### config.mk
export PLATFORM = sky130hd
export DESIGN_NAME = microwire_eeprom_master
export DESIGN_NICKNAME = d
export VERILOG_FILES = /design/src/rtl/mwem_pkg.sv /design/src/rtl/microwire_eeprom_master.sv
export VERILOG_INCLUDE_DIRS = /design/src /design/src/rtl
export SDC_FILE = /design/constraint.sdc
export NUM_CORES = 1
export LEC_CHECK = 0
export BUFFER_PORTS_ARGS = -buffer_cell sky130_fd_sc_hd__buf_4
export CORE_UTILIZATION = 45
export CTS_CLUSTER_DIAMETER = 40
export DETAILED_ROUTE_END_ITERATION = 10
export GPL_ROUTABILITY_DRIVEN = 0
export GPL_TIMING_DRIVEN = 0
export HOLD_SLACK_MARGIN = 0.03
export SETUP_SLACK_MARGIN = 0.4
export SYNTH_ARGS = -nofsm -noshare
export SYNTH_HDL_FRONTEND = slang
export SYNTH_SLANG_ARGS = --single-unit
export TNS_END_PERCENT = 1
### constraint.sdc
create_clock -name clk -period 5.9 [get_ports clk]
set_clock_uncertainty 0.2 [all_clocks]
set_input_delay 1.18 -clock clk [delete_from_list [all_inputs] [get_ports clk]]
set_output_delay 1.18 -clock clk [all_outputs]
set_load 0.02 [all_outputs]
### src/rtl/microwire_eeprom_master_macros.svh
// Assertion macros shared by the microwire master RTL.
// ASSERT_CLK checks on every edge outside reset; ASSERT_ALWAYS also checks during reset.
`ifndef MICROWIRE_EEPROM_MASTER_MACROS_SVH
`define MICROWIRE_EEPROM_MASTER_MACROS_SVH

`ifndef NO_ASSERTIONS

`define ASSERT_CLK(label, clk, rst_n, prop, msg) \
	label: assert property (@(posedge clk) disable iff (!rst_n) prop) else $error(msg);

`define ASSERT_ALWAYS(label, clk, prop, msg) \
	label: assert property (@(posedge clk) prop) else $error(msg);

`else

`define ASSERT_CLK(label, clk, rst_n, prop, msg)

`define ASSERT_ALWAYS(label, clk, prop, msg)

`endif

`endif

### src/rtl/mwem_pkg.sv
`default_nettype none

package mwem_pkg;

	localparam int ADDR_BITS = 6;
	localparam int DATA_BITS = 16;
	localparam int CMD_BITS  = 9;
	localparam int OUT_W     = CMD_BITS + DATA_BITS;
	localparam int BITS_W    = 5;
	localparam int HP_W      = 8;
	localparam int WAIT_W    = 24;
	localparam int CFG_IDX_W = 2;

	localparam logic [2:0] KIND_READ  = 3'd0;
	localparam logic [2:0] KIND_WRITE = 3'd1;
	localparam logic [2:0] KIND_ERAL  = 3'd2;
	localparam logic [2:0] KIND_EWEN  = 3'd3;
	localparam logic [2:0] KIND_EWDS  = 3'd4;

	localparam logic [CFG_IDX_W-1:0] CFG_HALF_PERIOD = 2'd0;
	localparam logic [CFG_IDX_W-1:0] CFG_READY_WAIT  = 2'd1;

	// command byte pieces: opcode in [7:6], extended code in [5:4]
	localparam logic [7:0] OP_READ  = 8'h80;
	localparam logic [7:0] OP_WRITE = 8'h40;
	localparam logic [7:0] OP_ERAL  = 8'h20;
	localparam logic [7:0] OP_EWEN  = 8'h30;
	localparam logic [7:0] OP_EWDS  = 8'h00;

	typedef enum logic [1:0] {
		PH_IDLE  = 2'd0,
		PH_SHIFT = 2'd1,
		PH_WAIT  = 2'd2
	} phase_t;

	typedef struct packed {
		logic                 req_valid;
		logic [2:0]           req_type;
		logic [ADDR_BITS-1:0] word_addr;
		logic [DATA_BITS-1:0] write_data;
		logic                 serial_in;
	} in_item_t;

	typedef struct packed {
		logic                 cs_level;
		logic                 serial_clock;
		logic                 serial_out;
		logic                 busy_res;
		logic                 done_res;
		logic [DATA_BITS-1:0] read_word;
	} out_item_t;

endpackage

`default_nettype wire

### src/rtl/microwire_eeprom_master.sv
// Channel  Direction  Handshake              Payload
// in       input      in_valid / in_stall    in_data (in_item_t), one tick per beat
// out      output     out_valid / out_stall  out_data (out_item_t), one result per tick
// cfg      input      cfg_valid / cfg_ready  cfg_index, cfg_data
//
// One tick per clock when not stalled: a beat is captured in the input register, stepped through the
// pin sequencer and lands in the output register.
// Throughput is set by the output register alone; a stall there holds the input register
// and raises in_stall in the same cycle. arst_n clears the sequencer, the handshake
// valids and the configuration (half period 1, ready wait 20000). cfg_ready is always high.
`default_nettype none
`include "microwire_eeprom_master_macros.svh"

module microwire_eeprom_master
	import mwem_pkg::*;
(
	input  wire logic                 clk,
	input  wire logic                 arst_n,
	input  wire logic                 in_valid,
	output logic                      in_stall,
	input  wire in_item_t             in_data,
	output logic                      out_valid,
	input  wire logic                 out_stall,
	output out_item_t                 out_data,
	input  wire logic                 cfg_valid,
	output logic                      cfg_ready,
	input  wire logic [CFG_IDX_W-1:0] cfg_index,
	input  wire logic [WAIT_W-1:0]    cfg_data
);

	logic      valid_s1;
	in_item_t  item_s1;
	logic      out_valid_q;
	out_item_t out_q;
	logic      adv;

	logic [HP_W-1:0]   half_period_q;
	logic [WAIT_W-1:0] ready_wait_q;

	phase_t               phase_q, phase_nxt;
	logic [2:0]           kind_q, kind_nxt;
	logic [OUT_W-1:0]     out_shift_q, out_shift_nxt;
	logic [DATA_BITS-1:0] in_shift_q, in_shift_nxt;
	logic [BITS_W-1:0]    bits_q, bits_nxt, bits_dec;
	logic                 clk_lvl_q, clk_lvl_nxt;
	logic [HP_W-1:0]      div_q, div_nxt, div_inc, hp;
	logic [WAIT_W-1:0]    wait_q, wait_nxt;
	logic [7:0]           cmd;
	logic                 done;
	out_item_t            res;

	// output slot frees when empty or being taken this cycle
	assign adv       = valid_s1 && (!out_valid_q || !out_stall);
	assign in_stall  = valid_s1 && !adv;
	assign out_valid = out_valid_q;
	assign out_data  = out_q;
	assign cfg_ready = 1'b1;

	always_ff @(posedge clk or negedge arst_n) begin
		if (!arst_n) begin
			half_period_q <= 8'd1;
			ready_wait_q  <= 24'd20000;
		end else if (cfg_valid && cfg_ready) begin
			unique case (cfg_index)
				CFG_HALF_PERIOD: half_period_q <= cfg_data[HP_W-1:0];
				CFG_READY_WAIT:  ready_wait_q  <= cfg_data;
				default: ;
			endcase
		end
	end

	always_ff @(posedge clk or negedge arst_n) begin
		if (!arst_n) begin
			valid_s1 <= 1'b0;
		end else if (!in_stall) begin
			valid_s1 <= in_valid;
		end
	end

	always_ff @(posedge clk) begin
		if (!in_stall && in_valid) begin
			item_s1 <= in_data;
		end
	end

	always_ff @(posedge clk or negedge arst_n) begin
		if (!arst_n) begin
			out_valid_q <= 1'b0;
		end else if (adv) begin
			out_valid_q <= 1'b1;
		end else if (!out_stall) begin
			out_valid_q <= 1'b0;
		end
	end

	always_ff @(posedge clk) begin
		if (adv) begin
			out_q <= res;
		end
	end

	always_ff @(posedge clk or negedge arst_n) begin
		if (!arst_n) begin
			phase_q     <= PH_IDLE;
			kind_q      <= '0;
			out_shift_q <= '0;
			in_shift_q  <= '0;
			bits_q      <= '0;
			clk_lvl_q   <= 1'b0;
			div_q       <= '0;
			wait_q      <= '0;
		end else if (adv) begin
			phase_q     <= phase_nxt;
			kind_q      <= kind_nxt;
			out_shift_q <= out_shift_nxt;
			in_shift_q  <= in_shift_nxt;
			bits_q      <= bits_nxt;
			clk_lvl_q   <= clk_lvl_nxt;
			div_q       <= div_nxt;
			wait_q      <= wait_nxt;
		end
	end

	always_comb begin
		phase_nxt     = phase_q;
		kind_nxt      = kind_q;
		out_shift_nxt = out_shift_q;
		in_shift_nxt  = in_shift_q;
		bits_nxt      = bits_q;
		clk_lvl_nxt   = clk_lvl_q;
		div_nxt       = div_q;
		wait_nxt      = wait_q;
		done          = 1'b0;
		hp            = (half_period_q == '0) ? 8'd1 : half_period_q;
		div_inc       = div_q + 8'd1;
		bits_dec      = (bits_q != '0) ? bits_q - 5'd1 : '0;

		unique case (item_s1.req_type)
			KIND_READ:  cmd = OP_READ | {2'b00, item_s1.word_addr};
			KIND_WRITE: cmd = OP_WRITE | {2'b00, item_s1.word_addr};
			KIND_ERAL:  cmd = OP_ERAL;
			KIND_EWEN:  cmd = OP_EWEN;
			default:    cmd = OP_EWDS;
		endcase

		unique case (phase_q)
			PH_IDLE: begin
				if (item_s1.req_valid && item_s1.req_type <= KIND_EWDS) begin
					// start bit, command byte, then data bits for a write
					out_shift_nxt = {1'b1, cmd,
						(item_s1.req_type == KIND_WRITE) ? item_s1.write_data : 16'h0000};
					bits_nxt      = (item_s1.req_type == KIND_READ ||
						item_s1.req_type == KIND_WRITE) ? BITS_W'(OUT_W) : BITS_W'(CMD_BITS);
					kind_nxt      = item_s1.req_type;
					in_shift_nxt  = '0;
					clk_lvl_nxt   = 1'b0;
					div_nxt       = '0;
					phase_nxt     = PH_SHIFT;
				end
			end
			PH_SHIFT: begin
				div_nxt = div_inc;
				if (div_inc >= hp) begin
					div_nxt = '0;
					if (!clk_lvl_q) begin
						clk_lvl_nxt = 1'b1;
					end else begin
						// end of a clock-high half: sample, advance bit
						if (kind_q == KIND_READ && bits_q <= BITS_W'(DATA_BITS)) begin
							in_shift_nxt = {in_shift_q[DATA_BITS-2:0], item_s1.serial_in};
						end
						bits_nxt      = bits_dec;
						clk_lvl_nxt   = 1'b0;
						out_shift_nxt = {out_shift_q[OUT_W-2:0], 1'b0};
						if (bits_dec == '0) begin
							out_shift_nxt = '0;
							if (kind_q == KIND_WRITE || kind_q == KIND_ERAL) begin
								wait_nxt  = ready_wait_q;
								phase_nxt = PH_WAIT;
							end else begin
								phase_nxt = PH_IDLE;
								done      = 1'b1;
							end
						end
					end
				end
			end
			PH_WAIT: begin
				if (wait_q == '0) begin
					phase_nxt = PH_IDLE;
					done      = 1'b1;
				end else begin
					wait_nxt = wait_q - 24'd1;
				end
			end
			default: begin
				phase_nxt = PH_IDLE;
			end
		endcase

		res.cs_level     = (phase_nxt == PH_SHIFT);
		res.serial_clock = (phase_nxt == PH_SHIFT) && clk_lvl_nxt;
		res.serial_out   = (phase_nxt == PH_SHIFT) && out_shift_nxt[OUT_W-1];
		res.busy_res     = (phase_nxt != PH_IDLE);
		res.done_res     = done;
		res.read_word    = (done && kind_nxt == KIND_READ) ? in_shift_nxt : '0;
	end

	`ASSERT_CLK(a_done_idle, clk, arst_n,
		out_valid_q |-> !(out_q.done_res && out_q.busy_res), "done with busy still set")
	`ASSERT_CLK(a_clk_in_cs, clk, arst_n,
		out_valid_q && out_q.serial_clock |-> out_q.cs_level, "serial clock outside chip select")
	`ASSERT_CLK(a_cs_busy, clk, arst_n,
		out_valid_q && out_q.cs_level |-> out_q.busy_res, "chip select while not busy")
	`ASSERT_CLK(a_word_done, clk, arst_n,
		out_valid_q && (out_q.read_word != '0) |-> out_q.done_res, "read word outside done beat")
	`ASSERT_CLK(a_shift_bits, clk, arst_n,
		phase_q == PH_SHIFT |-> bits_q != '0, "shifting with no bits left")
	`ASSERT_ALWAYS(a_stall_held, clk,
		!valid_s1 |-> !in_stall, "stall raised with empty input register")

endmodule

`default_nettype wire

==> impl_metrics.tcl <==
set metrics [dict create \
    use_met3_pct 4.79 \
    clockBufferDepth 2 \
    num_vias 6206 \
    core-area_sq_um 17400 \
    crit_type "in -> reg" \
    fin_nets 908 \
    start_util_pct 46.3 \
    area_delta_synth_final_pct 18.9 \
    first_global_vias 6062 \
    seq_area_frac_synth_pct 54.8 \
    fin_setup_tns_ns 0 \
    dp.cells 1039 \
    arrival_ns 3.92 \
    port-buffer-count 80 \
    period_minus_slack_ns 3.84 \
    cp_data_required_time_ns 5.98 \
    async_reset_ff_share_pct 71.1 \
    chipHeight_um 136 \
    drive_above_1_share_pct 21.3 \
    final-hold-violation-count 0 \
    root_buffer "clkbuf_16" \
    irDropWorstVdd_uv 244 \
    post-cts-setup-buffers 0 \
    path_clk_slew_ns 0.07 \
    grt_pass1_wl_mm 30.4 \
    final_core_util_pct 55.0 \
    wl_mm 18.2 \
    ioPinCount 82 \
    synth.avg_cell_area_sq_um 11.0 \
    setup_viol 0 \
    min_period_over_period_pct 65.1 \
    cts_buffers 17 \
    grt_max_degree 90 \
    drcViolationCount 0 \
    cts.sink_count 166 \
    dp_hpwl_mm 12.8 \
    synth_seq_cells 166 \
    cts_tree "done" \
    p_leak_uw 0.00371 \
    grt_antenna_before_repair 0 \
    dr.pass1.iters 5 \
    grtUsageTotal_pct 21.2 \
    ctsHoldBuffers 0 \
    final_common_cell "dfrtp_1" \
    endpoint_kind "register" \
    tightest_slew_ns 0.971 \
    clock_latency_ns 0.43 \
    drtIter0Drc 498 \
    mostFrequentLayoutCells "dfrtp_1 (112), buf_4 (83), nand2_1 (59), a21oi_1 (57), nand3_1 (50)" \
    p_per_area_nw_per_um2 399 \
    cts_max_level 4 \
    via_per_inst 5.79 \
    cts_resized 0 \
    synth_edf_count 48 \
    design.die.area_sq_um 18400 \
    ys.flop_type "dfrtp_1" \
    antenna_left 0 \
    met2_usage_pct 32.1 \
    fmax_mhz 260 \
    drt-wirelength-per-cell_um 17.0 \
    grt-busiest-layer "met2" \
    grt_overflow_total 0 \
    drv_cap 0 \
    syn_inst 733 \
    relSlewSlack_pct 35.2 \
    worst-path-max-fanout 25 \
    hp-class "reg -> reg" \
    fin_cells 1071 \
    syn_area_sq_um 8040 \
    yosysWarningCount 0 \
    status "finished clean" \
    placementRows 48 \
    startpoint_type "primary input" \
    syn_nets 808 \
    drv_slew 0 \
    antenna_cells 0 \
    ys_types 64 \
    use_met1_pct 30.0 \
    dieWidth_um 136 \
    rsz0062_at_grt "no" \
]
[sequential cells by signal, indices dropped and copies added (netlist names), 3 cells and up]
register	count
out_data	21
item_s1	27
wait_q	24
bits_q	5
kind_q	3
ready_wait_q	24
half_period_q	8
in_shift_q	16
div_q	8
out_shift_q	25
[final timing paths]
path / start / to / slack [ns] / cells past startpoint
min reg2reg: item_s1[1] / out_shift_q[0] / 0.28 / 2
max reg2reg: half_period_q[3] / out_data[11] / 2.35 / 10
min in group asynchronous: arst_n / wait_q[18] / 0.41 / 1
min: item_s1[1] / out_shift_q[0] / 0.28 / 2
max: out_stall / out_shift_q[17] / 2.06 / 9
max in group asynchronous: arst_n / half_period_q[0] / 4.31 / 2
[through the flow]
step / total power [uW] / area (sq um) / setup slack (ns) / hold WS, ns
after floorplan: 2350 / 8040 / 2.56 / 0.245
after global routing: 4030 / 9550 / 1.71 / 0.325
final: 3810 / 9550 / 2.06 / 0.279
after detailed placement: 2680 / 8950 / 1.60 / 0.270
after CTS: 3820 / 9550 / 2.04 / 0.282
after global placement: 2620 / 8920 / 1.70 / 0.264
[worst max-delay path: stages]
cell	delay, ns
buf_4	0.11
nand2_1	0.08
nand2_1	0.22
inv_1	0.79
o21ai_0	0.27
a21oi_1	0.28
clkbuf_1	0.42
buf_1	0.42
a21oi_1	0.14
[kinds of logic (layout without fill, tap and decap cells)]
logic type | after synthesis | count (layout) | share of synthesized area [%]
other cells | 1 | 1 | 0.0467
flops | 166 | 166 | 54.8
simple gates | 225 | 225 | 14.2
fa+ha+maj | 17 | 17 | 2.65
mux | 35 | 35 | 4.83
compound gates | 213 | 213 | 19.1
buf+inv | 68 | 181 | 3.60
xor+xnor | 8 | 8 | 0.872
[area by class of cell]
class,instances,area [sq um]
Fill cell,1490,7800
Sequential cell,166,4400
Multi-Input combinational cell,499,3350
Timing Repair Buffer,81,632
Clock buffer,18,439
Tap cell,225,282
Buffer,46,206
Clock inverter,14,164
Inverter,22,82.6
[per-layer routing]
metal	vias to the layer above	share of wire (%)
li1	2942	-
met1	3048	47
met2	191	46
met3	25	5.5
met4	0	1.6
met5	-	0
[report_power, final]
group          total [uW]  internal (uW)  switching (uW)
sequential           1690           1470             218
combinational         979            387             591
clock                1140            647             490
[cell usage after synthesis (all sizes together), types with 2 or more instances]
library cell | count | area [sq um]
a21o | 2 | 15.0
a21oi | 58 | 294
a22o | 24 | 210
a22oi | 19 | 143
a31oi | 40 | 385
a32oi | 2 | 17.5
a41o | 3 | 30.0
a41oi | 2 | 25.0
and2 | 3 | 18.8
and3 | 3 | 18.8
and4 | 2 | 17.5
and4b | 3 | 30.0
buf | 15 | 90.1
clkbuf | 31 | 116
dfrtp | 112 | 2800
dfstp | 6 | 158
edfxtp | 48 | 1440
ha | 17 | 213
inv | 22 | 82.6
mux2 | 30 | 338
mux2i | 5 | 50.1
nand2 | 59 | 221
nand2b | 14 | 87.6
nand3 | 51 | 260
nand3b | 3 | 22.5
nor2 | 44 | 165
nor2b | 4 | 25.0
nor3 | 18 | 100
nor3b | 2 | 15.0
nor4 | 5 | 31.3
nor4b | 2 | 32.5
o21ai | 35 | 175
o22ai | 8 | 50.1
o31ai | 5 | 42.5
o32ai | 4 | 35.0
o41ai | 2 | 17.5
or3 | 5 | 31.3
or4 | 3 | 22.5
xnor2 | 4 | 35.0
xor2 | 4 | 35.0
(Power assumes the default switching activity.)
